File: config.mk
export PLATFORM = sky130hd
export DESIGN_NAME = intel_hex_record_parser_core
export DESIGN_NICKNAME = d
export VERILOG_FILES = /design/src/sv/ihex_pkg.sv /design/src/sv/ihex_in_stage.sv /design/src/sv/ihex_parse.sv /design/src/sv/ihex_out_stage.sv /design/src/sv/intel_hex_record_parser_core.sv
export SDC_FILE = /design/constraint.sdc
export NUM_CORES = 1
export LEC_CHECK = 0
export ABC_AREA = 1
export BUFFER_PORTS_ARGS = -buffer_cell sky130_fd_sc_hd__buf_2
export CORE_ASPECT_RATIO = 0.9
export CORE_MARGIN = 2
export CORE_UTILIZATION = 55
export CTS_BUF_LIST = sky130_fd_sc_hd__clkbuf_4
export DETAILED_ROUTE_END_ITERATION = 10
export MAX_ROUTING_LAYER = met4
export PLACE_DENSITY = 0.81
export SLEW_MARGIN = 20
export SYNTH_ARGS = -nofsm -noshare
export SYNTH_HDL_FRONTEND = slang
export SYNTH_SLANG_ARGS = --single-unit
File: constraint.sdc
create_clock -name clk -period 9.9 [get_ports clk]
set_clock_uncertainty 0.05 [all_clocks]
set_input_delay 0.495 -clock clk [delete_from_list [all_inputs] [get_ports clk]]
set_output_delay 0.495 -clock clk [all_outputs]
set_load 0.05 [all_outputs]
File: src/sv/ihex_pkg.sv
// Shared types, constants and helpers for the Intel HEX record parser.
// No dependencies; the RTL files that use it refer to it by scoped names, the testbench imports it.
package ihex_pkg;

    // Size of the target image, in bytes
    localparam int unsigned IMAGE_BYTES = 131072;

    localparam int ADDR_W  = 17;
    localparam int TOTAL_W = 24;
    localparam int POS_W   = 10;

    localparam logic [POS_W-1:0]   POS_MAX   = '1;
    localparam logic [TOTAL_W-1:0] TOTAL_MAX = '1;

    // Characters with a meaning of their own
    localparam logic [7:0] CHAR_COLON = 8'h3A;
    localparam logic [7:0] CHAR_LF    = 8'h0A;
    localparam logic [7:0] CHAR_CR    = 8'h0D;

    // Record types
    localparam logic [7:0] TYPE_DATA    = 8'h00;
    localparam logic [7:0] TYPE_EOF     = 8'h01;
    localparam logic [7:0] TYPE_EXT_SEG = 8'h02;
    localparam logic [7:0] TYPE_EXT_LIN = 8'h04;

    // Result kinds
    localparam logic KIND_DATA   = 1'b0;
    localparam logic KIND_STATUS = 1'b1;

    typedef enum logic [2:0] {
        ST_DATA    = 3'd0,
        ST_END     = 3'd1,
        ST_BASE    = 3'd2,
        ST_IGNORED = 3'd3,
        ST_ERROR   = 3'd4
    } line_status_t;

    typedef struct packed {
        logic               kind;
        logic [ADDR_W-1:0]  byte_address;
        logic [7:0]         byte_value;
        line_status_t       line_status;
        logic [TOTAL_W-1:0] total_bytes;
    } result_t;

    typedef struct packed {
        logic end_seen;
        logic line_failed;
    } parse_status_t;

    typedef struct packed {
        logic       valid;
        logic [3:0] value;
    } hex_digit_t;

    // ASCII hex digit decode
    function automatic hex_digit_t hex_decode(input logic [7:0] c);
        hex_digit_t r;
        r.valid = 1'b1;
        r.value = 4'd0;
        if (c inside {[8'h30:8'h39]}) begin
            r.value = c[3:0];
        end
        else if (c inside {[8'h41:8'h46], [8'h61:8'h66]}) begin
            r.value = 4'(c[2:0] + 3'd1) + 4'd8;
        end
        else begin
            r.valid = 1'b0;
        end
        return r;
    endfunction

endpackage

File: src/sv/ihex_in_stage.sv
// Input register of the parser: holds one character request.
// Depends on nothing but the clock and reset.
module ihex_in_stage
(
    input  logic       clk,
    input  logic       rst_n,
    input  logic       s_tvalid,
    output logic       s_tready,
    input  logic [7:0] s_tdata,    // [7:0] character
    input  logic       proceed,
    output logic       hold_valid,
    output logic [7:0] hold_char
);

    logic       valid_reg;
    logic [7:0] char_reg;

    // Open when empty or when the held character moves on this cycle
    assign s_tready   = !valid_reg || proceed;
    assign hold_valid = valid_reg;
    assign hold_char  = char_reg;

    always_ff @(posedge clk or negedge rst_n)
    begin
        if (!rst_n)
        begin
            valid_reg <= 1'b0;
        end
        else if (s_tready)
        begin
            valid_reg <= s_tvalid;
        end
    end

    always_ff @(posedge clk)
    begin
        if (s_tvalid && s_tready)
        begin
            char_reg <= s_tdata;
        end
    end

endmodule

File: src/sv/ihex_parse.sv
// Record field tracker: line state, extended base and byte total,
// updated once per character. Uses ihex_pkg.
module ihex_parse
(
    input  logic                   clk,
    input  logic                   rst_n,
    input  logic                   fire,
    input  logic [7:0]             character,
    output logic                   result_valid,
    output ihex_pkg::result_t      result,
    output ihex_pkg::parse_status_t status
);

    logic [ihex_pkg::POS_W-1:0]   pos_reg, pos_next;
    logic [7:0]                   len_reg, len_next;
    logic [15:0]                  offset_reg, offset_next;
    logic [7:0]                   type_reg, type_next;
    logic [7:0]                   sum_reg, sum_next;
    logic [3:0]                   nib_reg, nib_next;
    logic [15:0]                  pend_reg, pend_next;
    logic [31:0]                  base_reg, base_next;
    logic                         failed_reg, failed_next;
    logic                         end_reg, end_next;
    logic [ihex_pkg::TOTAL_W-1:0] total_reg, total_next;

    assign status.end_seen    = end_reg;
    assign status.line_failed = failed_reg;

    // Per-character next state and result
    always_comb
    begin
        logic [ihex_pkg::POS_W-1:0]  d;
        logic [ihex_pkg::POS_W:0]    span;
        logic [ihex_pkg::POS_W:0]    line_need;
        logic [ihex_pkg::POS_W-2:0]  b;
        logic [ihex_pkg::POS_W-2:0]  idx;
        logic [ihex_pkg::POS_W:0]    data_end;
        ihex_pkg::hex_digit_t        hd;
        logic [7:0]                  byte_v;
        logic [33:0]                 top;
        logic [ihex_pkg::TOTAL_W:0]  tsum;
        ihex_pkg::line_status_t      st;

        pos_next     = pos_reg;
        len_next     = len_reg;
        offset_next  = offset_reg;
        type_next    = type_reg;
        sum_next     = sum_reg;
        nib_next     = nib_reg;
        pend_next    = pend_reg;
        base_next    = base_reg;
        failed_next  = failed_reg;
        end_next     = end_reg;
        total_next   = total_reg;
        result_valid = 1'b0;
        result       = '0;

        d         = pos_reg - ihex_pkg::POS_W'(1);
        span      = (ihex_pkg::POS_W+1)'(10) + (ihex_pkg::POS_W+1)'({len_reg, 1'b0});
        line_need = (ihex_pkg::POS_W+1)'(11) + (ihex_pkg::POS_W+1)'({len_reg, 1'b0});
        b         = d[ihex_pkg::POS_W-1:1];
        idx       = b - (ihex_pkg::POS_W-1)'(4);
        data_end  = (ihex_pkg::POS_W+1)'(4) + (ihex_pkg::POS_W+1)'(len_reg);
        hd        = ihex_pkg::hex_decode(character);
        byte_v    = {nib_reg, hd.value};
        top       = 34'(offset_reg) + 34'(base_reg) + 34'(len_reg);
        tsum      = (ihex_pkg::TOTAL_W+1)'(total_reg) + (ihex_pkg::TOTAL_W+1)'(len_reg);
        st        = ihex_pkg::ST_ERROR;

        if (fire && !end_reg && character != ihex_pkg::CHAR_CR)
        begin
            if (character == ihex_pkg::CHAR_LF)
            begin
                // Line end: judge the record, then start a fresh line
                if (pos_reg == '0 || failed_reg)
                begin
                    st = ihex_pkg::ST_ERROR;
                end
                else if ({1'b0, pos_reg} < line_need)
                begin
                    st = ihex_pkg::ST_ERROR;
                end
                else if (type_reg == ihex_pkg::TYPE_DATA)
                begin
                    st = (sum_reg == 8'd0) ? ihex_pkg::ST_DATA : ihex_pkg::ST_ERROR;
                end
                else if (type_reg == ihex_pkg::TYPE_EOF)
                begin
                    st       = ihex_pkg::ST_END;
                    end_next = 1'b1;
                end
                else if (type_reg inside {ihex_pkg::TYPE_EXT_SEG, ihex_pkg::TYPE_EXT_LIN}
                         && len_reg == 8'd2 && sum_reg == 8'd0)
                begin
                    st = ihex_pkg::ST_BASE;
                    if (type_reg == ihex_pkg::TYPE_EXT_SEG)
                    begin
                        base_next = {12'd0, pend_reg, 4'd0};
                    end
                    else
                    begin
                        base_next = {pend_reg, 16'd0};
                    end
                end
                else
                begin
                    st = ihex_pkg::ST_IGNORED;
                end
                result_valid       = 1'b1;
                result.kind        = ihex_pkg::KIND_STATUS;
                result.line_status = st;
                pos_next    = '0;
                len_next    = '0;
                offset_next = '0;
                type_next   = '0;
                sum_next    = '0;
                nib_next    = '0;
                pend_next   = '0;
                failed_next = 1'b0;
            end
            else
            begin
                if (pos_reg == '0)
                begin
                    // Start of line must be a colon
                    if (character != ihex_pkg::CHAR_COLON)
                    begin
                        failed_next = 1'b1;
                    end
                end
                else if (!failed_reg && {1'b0, d} < span)
                begin
                    if (!hd.valid)
                    begin
                        failed_next = 1'b1;
                    end
                    else if (!d[0])
                    begin
                        nib_next = hd.value;
                    end
                    else
                    begin
                        sum_next = sum_reg + byte_v;
                        if (b == '0)
                        begin
                            len_next = byte_v;
                        end
                        else if (b == (ihex_pkg::POS_W-1)'(1))
                        begin
                            offset_next = {byte_v, 8'd0};
                        end
                        else if (b == (ihex_pkg::POS_W-1)'(2))
                        begin
                            offset_next = {offset_reg[15:8], byte_v};
                        end
                        else if (b == (ihex_pkg::POS_W-1)'(3))
                        begin
                            // Type known: range check and byte count
                            type_next = byte_v;
                            if (top >= 34'(ihex_pkg::IMAGE_BYTES))
                            begin
                                failed_next = 1'b1;
                            end
                            else if (byte_v == ihex_pkg::TYPE_DATA)
                            begin
                                if (tsum > (ihex_pkg::TOTAL_W+1)'(ihex_pkg::TOTAL_MAX))
                                begin
                                    total_next = ihex_pkg::TOTAL_MAX;
                                end
                                else
                                begin
                                    total_next = tsum[ihex_pkg::TOTAL_W-1:0];
                                end
                            end
                        end
                        else if ({2'b00, b} < data_end)
                        begin
                            if (type_reg == ihex_pkg::TYPE_DATA)
                            begin
                                result_valid        = 1'b1;
                                result.kind         = ihex_pkg::KIND_DATA;
                                result.byte_address = {1'b0, offset_reg}
                                    + base_reg[ihex_pkg::ADDR_W-1:0]
                                    + ihex_pkg::ADDR_W'(idx);
                                result.byte_value   = byte_v;
                                result.line_status  = ihex_pkg::ST_DATA;
                            end
                            else
                            begin
                                pend_next = {pend_reg[7:0], byte_v};
                            end
                        end
                    end
                end
                // Character count saturates
                if (pos_reg != ihex_pkg::POS_MAX)
                begin
                    pos_next = pos_reg + ihex_pkg::POS_W'(1);
                end
            end
        end
        result.total_bytes = total_next;
    end

    always_ff @(posedge clk or negedge rst_n)
    begin
        if (!rst_n)
        begin
            pos_reg    <= '0;
            len_reg    <= '0;
            offset_reg <= '0;
            type_reg   <= '0;
            sum_reg    <= '0;
            nib_reg    <= '0;
            pend_reg   <= '0;
            base_reg   <= '0;
            failed_reg <= 1'b0;
            end_reg    <= 1'b0;
            total_reg  <= '0;
        end
        else
        begin
            pos_reg    <= pos_next;
            len_reg    <= len_next;
            offset_reg <= offset_next;
            type_reg   <= type_next;
            sum_reg    <= sum_next;
            nib_reg    <= nib_next;
            pend_reg   <= pend_next;
            base_reg   <= base_next;
            failed_reg <= failed_next;
            end_reg    <= end_next;
            total_reg  <= total_next;
        end
    end

endmodule

File: src/sv/ihex_out_stage.sv
// Result register of the parser, driving the master-side stream.
// Uses ihex_pkg::result_t.
module ihex_out_stage
(
    input  logic              clk,
    input  logic              rst_n,
    input  logic              load,
    input  ihex_pkg::result_t result,
    output logic              proceed,
    output logic              m_tvalid,
    input  logic              m_tready,
    output logic [55:0]       m_tdata,
    output logic              m_tuser
);

    logic              valid_reg;
    ihex_pkg::result_t res_reg;

    // Room for a new result when empty or when the current one leaves
    assign proceed  = !valid_reg || m_tready;
    assign m_tvalid = valid_reg;
    assign m_tuser  = res_reg.kind;
    assign m_tdata  = {4'd0, res_reg.total_bytes, res_reg.line_status,
                       res_reg.byte_value, res_reg.byte_address};

    always_ff @(posedge clk or negedge rst_n)
    begin
        if (!rst_n)
        begin
            valid_reg <= 1'b0;
        end
        else if (proceed)
        begin
            valid_reg <= load;
        end
    end

    always_ff @(posedge clk)
    begin
        if (proceed && load)
        begin
            res_reg <= result;
        end
    end

endmodule

File: src/sv/intel_hex_record_parser_core.sv
// Intel HEX record parser: top level with input register, field tracker,
// result register and checks. Depends on ihex_pkg and the three stage modules.
//
// Takes one ASCII character per request and gives at most one result per
// character: a data byte with its absolute address, or a line status at each
// line feed. Each character waits in the input register, where it is decoded,
// and its result is loaded into the result register as the character leaves
// the input register; the result register then presents it on the master
// stream. A new character is taken every cycle as long as the result side is
// not stalled. Carriage returns, characters after the checksum and all input
// after an end record produce nothing.
module intel_hex_record_parser_core
(
    input  logic        clk,
    input  logic        rst_n,
    input  logic        s_tvalid,
    output logic        s_tready,
    input  logic [7:0]  s_tdata,   // [7:0] character
    output logic        m_tvalid,
    input  logic        m_tready,
    output logic [55:0] m_tdata,   // [16:0] byte_address, [24:17] byte_value,
                                   // [27:25] line_status, [51:28] total_bytes
    output logic        m_tuser    // [0] kind
);

    logic                    proceed;
    logic                    hold_valid;
    logic [7:0]              hold_char;
    logic                    fire;
    logic                    res_valid;
    ihex_pkg::result_t       result;
    ihex_pkg::parse_status_t pstat;

    assign fire = hold_valid && proceed;

    ihex_in_stage u_in
    (
        .clk        (clk),
        .rst_n      (rst_n),
        .s_tvalid   (s_tvalid),
        .s_tready   (s_tready),
        .s_tdata    (s_tdata),
        .proceed    (proceed),
        .hold_valid (hold_valid),
        .hold_char  (hold_char)
    );

    ihex_parse u_parse
    (
        .clk          (clk),
        .rst_n        (rst_n),
        .fire         (fire),
        .character    (hold_char),
        .result_valid (res_valid),
        .result       (result),
        .status       (pstat)
    );

    ihex_out_stage u_out
    (
        .clk      (clk),
        .rst_n    (rst_n),
        .load     (res_valid),
        .result   (result),
        .proceed  (proceed),
        .m_tvalid (m_tvalid),
        .m_tready (m_tready),
        .m_tdata  (m_tdata),
        .m_tuser  (m_tuser)
    );

    // Nothing is produced once the end record has been taken
    a_quiet_after_end: assert property (@(posedge clk) disable iff (!rst_n)
        pstat.end_seen |-> !res_valid)
        else $error("result produced after end record");

    // A data byte only comes from a counted data record
    a_data_counted: assert property (@(posedge clk) disable iff (!rst_n)
        (m_tvalid && m_tuser == ihex_pkg::KIND_DATA) |-> m_tdata[51:28] != '0)
        else $error("data byte with zero byte total");

    // Input side only closes while a character is held
    a_ready_hold: assert property (@(posedge clk) disable iff (!rst_n)
        !s_tready |-> (hold_valid && !proceed))
        else $error("input closed without a stalled character");

endmodule

# After elaboration in Yosys (flattened, before gate mapping)
# Cells that the tools add are included.
# classes
n_addsub	14
magnitude_cmp	11
n_eq_ne	25
n_mux	105
bitwise_logic	9
reduce_logical	47
# ops
operator	n
2-to-1 mux 24 bit	13
2-to-1 mux 16 bit	18
2-to-1 mux 29 bit	9
2-to-1 mux 8 bit	21
adder 34 x 8 -> 34 bit	1
greater-or-equal comparator 34 x 18 -> 1 bit, second input constant	1
adder 16 x 32 -> 33 bit	1
2-to-1 mux 32 bit	1
2-to-1 mux 28 bit	1
2-to-1 mux 4 bit	7
2-to-1 mux 1 bit	27
adder 24 x 8 -> 25 bit	1
greater-than comparator 25 x 24 -> 1 bit, second input constant	1
logical NOT 8 bit	3
< comparator 10 x 11 -> 1 bit	2
AND reduction 7 bit	3
adder 4 x 9 -> 10 bit, first input constant	2
2-to-1 mux 10 bit	2
inequality test 4 bit, second input constant	5
nonzero test 2 bit	10
== test 9 x 2 -> 1 bit, second input constant	2
2-to-1 mux 3 bit	6
AND reduction 9 bit	2
adder 16 x 17 -> 17 bit	1
other kinds (37)	71
# totals
reg_bits	191
in_bits	12
out_inout_bits	59

# Longest topological paths before layout
# logic_depth
ltp_word	18
ltp_mapped	27
mapped_depth_nobuf	27

# By module
# A second synthesis with hierarchy kept.
# hier_totals
hier_cells	1535
hier_area_um2	12530.8
# modules_own_cells
module	instances	cells_per_inst	area_per_inst_um2	seq_area_each_um2
ihex_parse	1	1455	10567.6	3103.0
ihex_out_stage	1	64	1670.4	1616.6
ihex_in_stage	1	14	285.3	265.3
intel_hex_record_parser_core	1	2	7.5	0.0

# Worst setup path after synthesis
# OpenSTA, ideal clock, no wires.
# synth_path
path_type	reg-to-reg
start	reg u_parse.pos_reg[2] (netlist bit)
end	reg u_out.valid_reg, in the netlist u_out.m_tvalid
setup_time_ns	0.088
t_arrival_ns	6.647
t_required_ns	9.762
setup_slack_ns	3.115
stages_incl_launch_ff	17
cell_sequence	dfrtp_1 -> inv_1 -> nand3_2 -> nor3_4 -> nand3_1 -> o21bai_1 -> nand2_1 -> ha_1 -> and3_1 -> o211ai_1 -> nand3_1 -> nor2_1 -> inv_1 -> nor2_1 -> nand2_1 -> o21ai_0 -> or2_2
# synth_via
elab_chain_cells	13
elab_cells_between_ends	20
cone_classes	1 x add/sub; 2 x order compare; 3 x eq/ne; 11 x mux; 3 x reduce/logical
# synth_rtl
element	line_no	source
start: declaration	ihex_parse.sv:14	logic [ihex_pkg::POS_W-1:0] pos_reg, pos_next;
start signal: assignment	ihex_parse.sv:223	pos_reg <= pos_next;
subtractor 10 x 1 -> 10 bit	ihex_parse.sv:58	d = pos_reg - ihex_pkg::POS_W'(1);
< comparator 9 x 11 -> 1 bit	ihex_parse.sv:176	else if ({2'b00, b} < data_end)
2-to-1 mux 1 bit	ihex_parse.sv:176	
2-to-1 mux 1 bit	ihex_parse.sv:156	else if (b == (ihex_pkg::POS_W-1)'(3))
2-to-1 mux 1 bit	ihex_parse.sv:152	else if (b == (ihex_pkg::POS_W-1)'(2))
2-to-1 mux 1 bit	ihex_parse.sv:148	else if (b == (ihex_pkg::POS_W-1)'(1))
2-to-1 mux 1 bit	ihex_parse.sv:144	if (b == '0)
2-to-1 mux 1 bit	ihex_parse.sv:137	else if (!d[0])
2-to-1 mux 1 bit	ihex_parse.sv:133	if (!hd.valid)
2-to-1 mux 1 bit	ihex_parse.sv:131	else if (!failed_reg && {1'b0, d} < span)
2-to-1 mux 1 bit (*)	ihex_parse.sv:123	if (pos_reg == '0)
2-to-1 mux 1 bit (*)	ihex_parse.sv:72	if (character == ihex_pkg::CHAR_LF)
2-to-1 mux 1 bit (*)	ihex_parse.sv:70	if (fire && !end_reg && character != ihex_pkg::CHAR_CR)
end signal: assignment	ihex_out_stage.sv:34	valid_reg <= load;
end: declaration	ihex_out_stage.sv:16	logic valid_reg;
# Mark *: on every way between the ends. The rest lies on a longest branch, timed or not.
# A chain may end at the register's enable or synchronous reset.

# Worst setup path after layout
# layout_path
start	reg u_parse.pos_reg[0] (netlist bit)
end	reg u_out.res_reg, in the netlist u_out.m_tdata[15] (data pin)
# layout_via
elab_chain_cells	5
elab_cells_between_ends	15
cone_classes	3 x add/sub; 2 x order compare; 3 x eq/ne; 3 x bitwise; 4 x reduce/logical
# layout_rtl
element	line_no	source
branches (longest 5 deep; another with adder 17 x 9 -> 17 bit)	--	
end signal: assignment	ihex_out_stage.sv:42	res_reg <= result;
end: declaration	ihex_out_stage.sv:17	ihex_pkg::result_t res_reg;
# Parallel ways; which one is timed is not known.

==> out/metrics.cfg <==
[status]
outcome=finished, violations left
violations_in_the_final_reports=DRC

[logic_synthesis]
yosysSeqAreaShare=0.371
post_synth_main_area_contributors=dfrtp_1, edfxtp_1, nand2_1
synth_enable_flop_cells=61
synth_cell_types=56
synth-warning-count=0
synth_seq_cells=187
netlist_area_mm2=0.0134
synth_flop_cell=dfrtp_1
avgSynthCellArea_um2=7.71
synth_largest_type_area_fraction=0.235
synth_largest_area_cell=dfrtp_1
synth_cells=1743
synthArstFlopShare=0.674

[power_and_ir_drop]
design_power_total_mw=2.09
cellLeakagePower_nw=6.89
pwr_density_cell_mw_per_mm2=144
vdd_ir_drop_max_mv=0.0829

[clocking]
clk-insertion-delay-late_ns=0.63
clock_tree_from_tritoncts=built
cts_resized=0
cts_num_sinks=187
cts-root-buf=clkbuf_4
cts.htree.levels=4
clock_path_buffers=2
post-cts-setup-buffers=0
cts_buffers=17
cts_hold_buffers=9
cts.reportedPaths.clkPinSlew_ns=0.17

[routing]
num_vias=12000
route.antenna.remaining_nets=0
firstDrtPassIters=8
route.detailed.wl_per_inst_um=16.4
viasPerCell=5.59
final_routed_drc_violation_total=2
finalWirelength_um=35100
detail_route.iter0.violations=1182

[floorplanning]
die_w_um=169
die-area_mm2=0.0257
core_region_area_mm2=0.0241
rows=54
ios=71
initial_utilization=0.557
die_y_um=152

[setup_path]
endpoint_kind=flip-flop
cp_max_fo=8
cpMaxStageDelayCell=dfrtp_1
critical_path.top_delay_family=simple AND/OR/NAND/NOR gates
cp_slowest_stage_delay_ns=0.46
critical-path-top-cell-by-count=nand2_1
critPathArrivalTime_ns=5.06
cp_data_required_time_ns=10.23
timing.critical_path.buf_inv=3
worst-setup-path-type=reg2reg
cp-start-kind=flip-flop

[global_routing]
grt_start_max_net_pins=76
grt_remaining_overflow=0
gr-usage-all-layers=0.290
vias_in_the_first_global_route=11300
antenna_found_initial=1
grt_first_pass_wirelength_um=57400

[final_layout]
synth_to_layout_area_growth_pct=7.92
largest_register_ff_count=52
top_library_cells_by_usage_in_the_layout_fill_and_taps_aside=nand2_1, inv_1, nor2_1
post_route_cells_drive_above_1_share=0.122
design.final.nets=1937
filler_cell_count=2084
layout_commonest_cell=nand2_1

[sta]
layout_min_cycle_time_ns=4.72
rsz0062_at_grt=no
final-hold-violation-count=0
slew_violations=0
finalCritPeriodShare=0.477
tightest_slew_ns=1.08
relSlewSlack=0.272
timing.setup.tns_ns=0
achievable-frequency_mhz=212
setup_viol=0

[placed_design]
io_buffers=66
gpl_wtd_cong=0.977
dp_hpwl_um=27000

[min_path]
hold_path.class=in2reg

[flow_run]
drv_cap=0

power breakdown:
group	leakage, nW	internal (mW)	switching (mW)
clock	0.184	0.190	0.302
sequential	2.16	0.845	0.0783
combinational	4.55	0.241	0.434
total	6.89	1.28	0.815
Yosys cell counts (all sizes together), types with 16 or more instances:
library cell / count
nand2: 470
inv: 266
nor2: 157
dfrtp: 126
o21ai: 123
nand3: 119
ha: 94
a21oi: 68
edfxtp: 61
nand4: 44
xor2: 33
nor3: 30
nor4: 21
buf: 17
fa: 16
area by class of cell:
type                    instances  area [um^2]  area share
clock buffers                  18          135     0.00931
flip-flops and latches        187         4980       0.344
repair buffers                 82          475      0.0328
inverters                     269         1010      0.0697
clock inverters                14          208      0.0143
diodes                          1         2.50    0.000172
multi-input cells            1258         7310       0.504
well taps                     308          385      0.0266
through the flow:
stage,cells,util,hold slack [ns],worst slack (ns),cell area (um^2)
3_3_place_gp,2095,0.583,0.423,5.50,14100
3_5_place_dp,2095,0.583,0.432,5.26,14100
4_1_cts,2136,0.601,0.00832,5.23,14500
2_1_floorplan,1746,-,0.149,3.11,13500
6_report,2137,0.602,0.0336,5.18,14500
5_1_grt,2137,0.602,0.0114,4.77,14500
logic make-up after synthesis:
| kind of cell | synth area share |
|---|---|
| other | 0.000279 |
| multiplexers | 0.00298 |
| flip-flops | 0.371 |
| AO/OA/AOI/OAI | 0.0985 |
| adder cells (fa/ha/maj) | 0.111 |
| XOR/XNOR | 0.0311 |
| AND/OR/NAND/NOR | 0.297 |
| buffers and inverters | 0.0879 |
routing by layer:
metal  global-route usage  up-vias  wire length (um)
met3               0.0517       73              3100
met2                0.433      501             15200
met1                0.406     5539             15900
met4               0.0846        0               935
li1                     -     5837                 -
met5                    -        -                 0
worst paths after layout:
| check | from | slack, ns | end | depth (start not counted) |
|---|---|---|---|---|
| worst max-delay path | u_parse.pos_reg[0] | 5.18 | u_out.m_tdata[15] | 27 |
| worst min-delay path | s_tvalid | 0.03 | u_in.hold_valid | 3 |
| worst max register to register | u_parse.pos_reg[0] | 5.18 | u_out.m_tdata[15] | 27 |
| worst min register to register | u_parse.type_reg[5] | 0.47 | u_parse.type_reg[5] | 2 |
| max in group asynchronous | rst_n | 7.98 | u_parse.base_reg[12] | 3 |
| min in group asynchronous | rst_n | 0.40 | u_parse.total_reg[22] | 2 |
worst min-delay path: stages:
cell and delay, ns:
buf_2 0.07, nand2_1 0.06, nand2_1 0.05
(Power assumes the default switching activity.)
